<file path="config.mk">
export PLATFORM = sky130hd
export DESIGN_NAME = sync_word_deframer_descrambler
export DESIGN_NICKNAME = d
export VERILOG_FILES = /design/src/sv/swd_pkg.sv /design/src/sv/swd_core.sv /design/src/sv/sync_word_deframer_descrambler.sv
export SDC_FILE = /design/constraint.sdc
export NUM_CORES = 1
export LEC_CHECK = 0
export ABC_AREA = 0
export BUFFER_PORTS_ARGS = -buffer_cell sky130_fd_sc_hd__buf_2
export CAP_MARGIN = 10
export CORE_AREA = 2 2 132 134
export CTS_CLUSTER_DIAMETER = 30
export CTS_CLUSTER_SIZE = 28
export DETAILED_ROUTE_END_ITERATION = 12
export DIE_AREA = 0 0 134 136
export SLEW_MARGIN = 0
export SYNTH_ARGS = -nofsm -noshare
export SYNTH_HDL_FRONTEND = slang
export SYNTH_SLANG_ARGS = --single-unit
</file>
<file path="constraint.sdc">
create_clock -name i_clk -period 8.05 [get_ports i_clk]
set_input_delay 1.61 -clock i_clk [delete_from_list [all_inputs] [get_ports i_clk]]
set_output_delay 1.61 -clock i_clk [all_outputs]
set_load 0.01 [all_outputs]
</file>
<file path="src/sv/swd_pkg.sv">
// Shared types, codes and the whitening table for the sync word deframer.
package swd_pkg;

    localparam int POS_W     = 9;
    localparam int KIND_W    = 2;
    localparam int CFG_IDX_W = 2;
    localparam int CFG_W     = 32;
    localparam int WHITEN_W  = 6;

    localparam logic [KIND_W-1:0] KIND_DATA    = 2'd0;
    localparam logic [KIND_W-1:0] KIND_KEPT    = 2'd1;
    localparam logic [KIND_W-1:0] KIND_DROPPED = 2'd2;

    localparam logic [CFG_IDX_W-1:0] CFG_SYNC_WORD  = 2'd0;
    localparam logic [CFG_IDX_W-1:0] CFG_KEEP_ABOVE = 2'd1;

    localparam logic [31:0]      SYNC_WORD_RST  = 32'h8844_6948;
    localparam logic [POS_W-1:0] KEEP_ABOVE_RST = 9'd300;

    localparam logic [7:0] WHITEN_TAB [64] = '{
        8'h96, 8'h83, 8'h3E, 8'h51, 8'hB1, 8'h49, 8'h08, 8'h98,
        8'h32, 8'h05, 8'h59, 8'h0E, 8'hF9, 8'h44, 8'hC6, 8'h26,
        8'h21, 8'h60, 8'hC2, 8'hEA, 8'h79, 8'h5D, 8'h6D, 8'hA1,
        8'h54, 8'h69, 8'h47, 8'h0C, 8'hDC, 8'hE8, 8'h5C, 8'hF1,
        8'hF7, 8'h76, 8'h82, 8'h7F, 8'h07, 8'h99, 8'hA2, 8'h2C,
        8'h93, 8'h7C, 8'h30, 8'h63, 8'hF5, 8'h10, 8'h2E, 8'h61,
        8'hD0, 8'hBC, 8'hB4, 8'hB6, 8'h06, 8'hAA, 8'hF4, 8'h23,
        8'h78, 8'h6E, 8'h3B, 8'hAE, 8'hBF, 8'h7B, 8'h4C, 8'hC1
    };

    typedef struct packed {
        logic              valid;
        logic [KIND_W-1:0] kind;
        logic [7:0]        data_byte;
        logic [POS_W-1:0]  position;
        logic              frame_last;
    } t_result;

endpackage

</file>
<file path="src/sv/swd_core.sv">
// Sync hunt, byte packing and descrambling state, one item per step.
module swd_core #(
    parameter int FRAME_BYTES     = 320,
    parameter int SYNC_BITS       = 32,
    parameter int FIRST_DATA_BYTE = 7
) (
    input  logic                     i_clk,
    input  logic                     i_rst_n,
    input  logic                     i_step,
    input  logic                     i_opcode,
    input  logic                     i_data_bit,
    input  logic [31:0]              i_sync_word,
    input  logic [swd_pkg::POS_W-1:0] i_keep_above,
    output swd_pkg::t_result         o_result
);
    import swd_pkg::*;

    localparam int VB_W = $clog2(SYNC_BITS + 1);
    localparam logic [VB_W-1:0]  VB_FULL   = VB_W'(SYNC_BITS);
    localparam logic [POS_W-1:0] POS_FIRST = POS_W'(FIRST_DATA_BYTE);
    localparam logic [POS_W:0]   POS_END   = (POS_W + 1)'(FRAME_BYTES);

    logic [SYNC_BITS-1:0] r_window, n_window;
    logic [VB_W-1:0]      r_vbits, n_vbits;
    logic                 r_in_frame, n_in_frame;
    logic [2:0]           r_bit_idx, n_bit_idx;
    logic [7:0]           r_acc, n_acc;
    logic [POS_W-1:0]     r_pos, n_pos;

    logic [7:0]     acc_bit;
    logic [POS_W:0] pos_inc;
    logic           last;

    always_comb begin
        acc_bit = r_acc | (8'(i_data_bit) << r_bit_idx);
        pos_inc = {1'b0, r_pos} + (POS_W + 1)'(1);
        last    = (pos_inc >= POS_END);

        n_window   = r_window;
        n_vbits    = r_vbits;
        n_in_frame = r_in_frame;
        n_bit_idx  = r_bit_idx;
        n_acc      = r_acc;
        n_pos      = r_pos;
        o_result   = '0;

        if (i_opcode) begin
            // gap: drop the window history and any frame in progress
            n_vbits    = '0;
            n_in_frame = 1'b0;
            n_bit_idx  = '0;
            n_acc      = '0;
            n_pos      = POS_FIRST;
            if (r_in_frame) begin
                o_result.valid    = 1'b1;
                o_result.kind     = (r_pos > i_keep_above) ? KIND_KEPT : KIND_DROPPED;
                o_result.position = r_pos;
            end
        end else begin
            n_window = {r_window[SYNC_BITS-2:0], i_data_bit};
            if (r_vbits != VB_FULL) begin
                n_vbits = r_vbits + VB_W'(1);
            end
            if (!r_in_frame) begin
                if (n_vbits == VB_FULL && n_window == i_sync_word[SYNC_BITS-1:0]) begin
                    n_in_frame = 1'b1;
                    n_bit_idx  = '0;
                    n_acc      = '0;
                    n_pos      = POS_FIRST;
                end
            end else if (r_bit_idx != 3'd7) begin
                n_acc     = acc_bit;
                n_bit_idx = r_bit_idx + 3'd1;
            end else begin
                o_result.valid      = 1'b1;
                o_result.kind       = KIND_DATA;
                o_result.data_byte  = acc_bit ^ WHITEN_TAB[r_pos[WHITEN_W-1:0]];
                o_result.position   = r_pos;
                o_result.frame_last = last;
                n_acc     = '0;
                n_bit_idx = '0;
                if (last) begin
                    n_in_frame = 1'b0;
                    n_pos      = POS_FIRST;
                end else begin
                    n_pos = pos_inc[POS_W-1:0];
                end
            end
        end
    end

    always_ff @(posedge i_clk) begin
        if (!i_rst_n) begin
            r_window   <= '0;
            r_vbits    <= '0;
            r_in_frame <= 1'b0;
            r_bit_idx  <= '0;
            r_acc      <= '0;
            r_pos      <= POS_FIRST;
        end else if (i_step) begin
            r_window   <= n_window;
            r_vbits    <= n_vbits;
            r_in_frame <= n_in_frame;
            r_bit_idx  <= n_bit_idx;
            r_acc      <= n_acc;
            r_pos      <= n_pos;
        end
    end

endmodule

</file>
<file path="src/sv/sync_word_deframer_descrambler.sv">
// Top level: input register, deframer core, result register and config registers.
// An item is held in the input register, and its result is then held in the result register.
// Throughput: one item per cycle; the only limit is the stall on the result side.
// An item that causes no result leaves the pipe without occupying the result register.
// Synchronous active-low reset clears the hunt state, empties both registers and
// loads the default sync word and keep threshold.
module sync_word_deframer_descrambler #(
    parameter int FRAME_BYTES     = 320,
    parameter int SYNC_BITS       = 32,
    parameter int FIRST_DATA_BYTE = 7
) (
    input  logic                          i_clk,
    input  logic                          i_rst_n,
    input  logic                          i_in_valid,
    output logic                          o_in_stall,
    input  logic                          i_opcode,
    input  logic                          i_data_bit,
    output logic                          o_out_valid,
    input  logic                          i_out_stall,
    output logic [swd_pkg::KIND_W-1:0]    o_kind,
    output logic [7:0]                    o_data_byte,
    output logic [swd_pkg::POS_W-1:0]     o_position,
    output logic                          o_frame_last,
    input  logic                          i_cfg_valid,
    output logic                          o_cfg_ready,
    input  logic [swd_pkg::CFG_IDX_W-1:0] i_cfg_index,
    input  logic [swd_pkg::CFG_W-1:0]     i_cfg_data
);
    import swd_pkg::*;

    logic             r_in_valid;
    logic             r_opcode;
    logic             r_data_bit;
    logic             r_out_valid;
    t_result          r_out;
    logic [31:0]      r_sync_word;
    logic [POS_W-1:0] r_keep_above;

    logic    out_ready;
    logic    step;
    t_result res;

    assign out_ready   = !r_out_valid || !i_out_stall;
    assign step        = r_in_valid && out_ready;
    assign o_in_stall  = r_in_valid && !out_ready;
    assign o_cfg_ready = 1'b1;

    swd_core #(
        .FRAME_BYTES     (FRAME_BYTES),
        .SYNC_BITS       (SYNC_BITS),
        .FIRST_DATA_BYTE (FIRST_DATA_BYTE)
    ) u_core (
        .i_clk        (i_clk),
        .i_rst_n      (i_rst_n),
        .i_step       (step),
        .i_opcode     (r_opcode),
        .i_data_bit   (r_data_bit),
        .i_sync_word  (r_sync_word),
        .i_keep_above (r_keep_above),
        .o_result     (res)
    );

    always_ff @(posedge i_clk) begin
        if (!i_rst_n) begin
            r_in_valid  <= 1'b0;
            r_out_valid <= 1'b0;
        end else begin
            if (!o_in_stall) begin
                r_in_valid <= i_in_valid;
            end
            if (out_ready) begin
                r_out_valid <= step && res.valid;
            end
        end
    end

    always_ff @(posedge i_clk) begin
        if (i_in_valid && !o_in_stall) begin
            r_opcode   <= i_opcode;
            r_data_bit <= i_data_bit;
        end
        if (step && res.valid) begin
            r_out <= res;
        end
    end

    always_ff @(posedge i_clk) begin
        if (!i_rst_n) begin
            r_sync_word  <= SYNC_WORD_RST;
            r_keep_above <= KEEP_ABOVE_RST;
        end else if (i_cfg_valid) begin
            case (i_cfg_index)
                CFG_SYNC_WORD:  r_sync_word  <= i_cfg_data[31:0];
                CFG_KEEP_ABOVE: r_keep_above <= i_cfg_data[POS_W-1:0];
                default: ;
            endcase
        end
    end

    assign o_out_valid  = r_out_valid;
    assign o_kind       = r_out.kind;
    assign o_data_byte  = r_out.data_byte;
    assign o_position   = r_out.position;
    assign o_frame_last = r_out.frame_last;

endmodule

</file>
==> flow_summary.yaml <==
timing:
  min_period_over_period_pct: 45.4
  drv_slew: 0
  worstMarginPinSlew_ps: 926
  maxSlewHeadroom_pct: 38.2
  setup_tns_ps: 0
  finalSetupViolCount: 0
  finalHoldViolations: 0
  period_needed_ps: 3660
  clock.fmax_ghz: 0.273
  rsz0062_at_grt: "false"
  hold_ws_ps: 456
  finClkSkew_ps: 7.84
logic_synthesis:
  synth_top_area_share_pct: 30.8
  ys_types: 69
  syn_area_mm2: 0.00657
  synth_nets: 873
  yosys.area.top_type: "dfxtp_1"
  synthArstFlopShare_pct: 0
  synth_flop_cell: "dfxtp_1"
  ys_ff_latch: 123
  yosysSeqAreaShare_pct: 40.8
  netlist_top_cells_area: "dfxtp_1 (31%), edfxtp_1 (10%), nand2_1 (9.9%)"
  synth_enable_flop_cells: 22
  yosys_warnings: 0
  avgSynthCellArea_um2: 8.16
  synthCells: 806
power_and_ir_drop:
  switching_power_mw: 0.339
  switching_share_pct: 22.6
  total_power_mw: 1.50
  p_seq_share_pct: 43.0
  p_per_area_mw_per_mm2: 198
  ir_drop_mv: 0.224
  p_clk_share_pct: 52.5
  cell_internal_pwr_mw: 1.16
  p_leak_nw: 2.77
  share_comb_of_total_power_pct: 4.5
clocking:
  clk_path_buf_depth: 2
  cts_resized: 0
  cts_tree: "yes"
  h-tree-depth: 4
  root_buffer: "clkbuf_16"
  cts_sinks: 123
  clkLatencyLatePin_ps: 430
  postCtsSetupBuffers: 0
  cts_hold_buf: 0
  cts_buffers: 17
  clkTransAtPathRegs_ps: 60
min_path:
  hp-class: "reg -> reg"
setup_path:
  arrival_ps: 2050
  cp-start-kind: "input pin"
  setup.worst_path.class: "in -> out"
  worst-path-max-fanout: 3
  required_ps: 6440
  cp-end-kind: "output port"
floorplan:
  die_x_um: 134
  ios: 64
  die-area_mm2: 0.0182
  start_util_pct: 39.0
  core-area_mm2: 0.0169
  die_h_um: 136
  rows: 48
placement:
  place.gp.congestion: 0.823
  hpwl_um: 10500
  place_area_mm2: 0.00698
  portBuffers: 62
run:
  maxCapViolCount: 0
global_routing:
  antenna_found_initial: 0
  grt_pass1_wl_um: 25300
  grt_max_degree: 71
  grt_usage_pct: 17.6
  grt_overflow: 0
  grt_pass1_vias: 5048
finish:
  antenna_cells: 0
  multiInputGateArea_mm2: 0.00355
  synthToLayoutAreaGrowth_pct: 15.6
  num-fill-cells: 1681
  fin_nets: 907
  final-seq-area_mm2: 0.00268
  finalCoreUtilization_pct: 45.0
  drive_above_1_share_pct: 15.0
  fin_area_mm2: 0.00760
drt:
  firstDrtPassIters: 5
  post_drt_wl_per_cell_um: 14.3
  via_per_inst: 5.19
  drt_wl_total_um: 15400
  drc: 0
  antenna_left: 0
  vias: 5600
  drtIter0Drc: 640
status:
  status: "finished clean"
-- cell type report --
type	instances	share of cell area (%)
clock buffer	21	6.47
clock inverter	11	1.68
inverter	26	1.28
multi-input combinational	602	46.7
sequential	123	35.3
tap	225	3.70
timing repair buffer	70	4.87
-- metal layers --
| layer | track usage [%] | routed length (um) |
|---|---|---|
| met1 | 23.6 | 7410 |
| met2 | 27.5 | 7060 |
| met3 | 4.10 | 659 |
| met4 | 7.09 | 275 |
| met5 | 0 | 0 |
-- registers in the layout, indices dropped and copies added, names as in the netlist, 2 cells and up --
register / flops
r_sync_word: 32
u_core.r_window: 31
u_core.r_pos: 9
u_core.r_acc: 8
o_position: 9
u_core.r_bit_idx: 3
o_kind: 2
u_core.r_vbits: 6
o_data_byte: 8
r_keep_above: 9
-- power groups by stage --
stage / clock (mW) / combinational [mW] / sequential, mW
floorplan: 0 / 0.0491 / 0.653
global placement: 0 / 0.0686 / 0.658
detailed placement: 0 / 0.0689 / 0.658
CTS: 0.801 / 0.0694 / 0.645
global route: 0.823 / 0.0774 / 0.646
finish: 0.789 / 0.0682 / 0.645
-- layout by cell type (no fill, tap or decap), types with 5 or more instances in the layout --
cell type	n
nor2_2	5
buf_2	62
xor2_1	8
nand2b_1	6
ha_1	26
o21ai_0	34
nand4_1	12
inv_1	24
xnor2_1	33
o211ai_1	7
a211oi_1	6
buf_4	8
clkbuf_16	18
mux2i_1	7
dfxtp_1	101
nor2b_1	10
and2_1	14
mux4_2	5
nand3_1	18
nand2_1	173
a31oi_1	18
edfxtp_1	22
nor3_1	7
o21a_1	6
a21oi_1	94
nor2_1	53
-- stage by stage --
| step | std cells | setup WS [ps] |
|---|---|---|
| 2_1_floorplan | 806 | 4610 |
| 3_3_place_gp | 1046 | 4400 |
| 3_5_place_dp | 1046 | 4390 |
| 4_1_cts | 1078 | 4390 |
| 5_1_grt | 1078 | 4380 |
| 6_report | 1078 | 4390 |
-- critical path, stage by stage --
cell,delay (ps)
buf_2,100
and3_1,190
buf_2,140
-- path summary, 6_finish.rpt --
path | start | slack, ps | endpoint | cells after the start
min | r_keep_above[1] | 460 | r_keep_above[1] | 2
max | i_out_stall | 4390 | o_in_stall | 3
min reg2reg | r_keep_above[1] | 460 | r_keep_above[1] | 2
max reg2reg | u_core.r_pos[1] | 4970 | o_data_byte[4] | 9
-- synthesized netlist by cell type, types with 3 or more instances --
cell type	n
nor4_1	3
nand2_1	173
xor2_1	8
edfxtp_1	22
nand3_1	18
dfxtp_1	101
buf_2	7
a211oi_1	6
inv_1	24
nand4_1	12
o21a_1	6
nor3_1	7
nand2b_1	6
buf_6	4
a21oi_1	94
ha_1	26
mux4_2	5
o22ai_1	4
mux2i_1	7
nand3b_1	4
o211ai_1	7
o21ai_0	34
a31oi_1	18
and3_1	4
a2111oi_0	3
and2_1	14
xnor2_1	33
nor2b_1	10
nor2_2	4
a41oi_1	3
nor2_1	54
clkbuf_1	39
-- cells by family after synthesis --
logic type / synth area share, %
AOI/OAI and AO/OA: 18.1
xor gates and xnor gates: 5.46
adders and majority gates: 4.95
buffers and inverters: 5.31
DFF: 40.8
muxes: 3.12
other: 0.0570
and+or+nand+nor: 22.2
No activity file was read; power rests on OpenSTA's default activity.
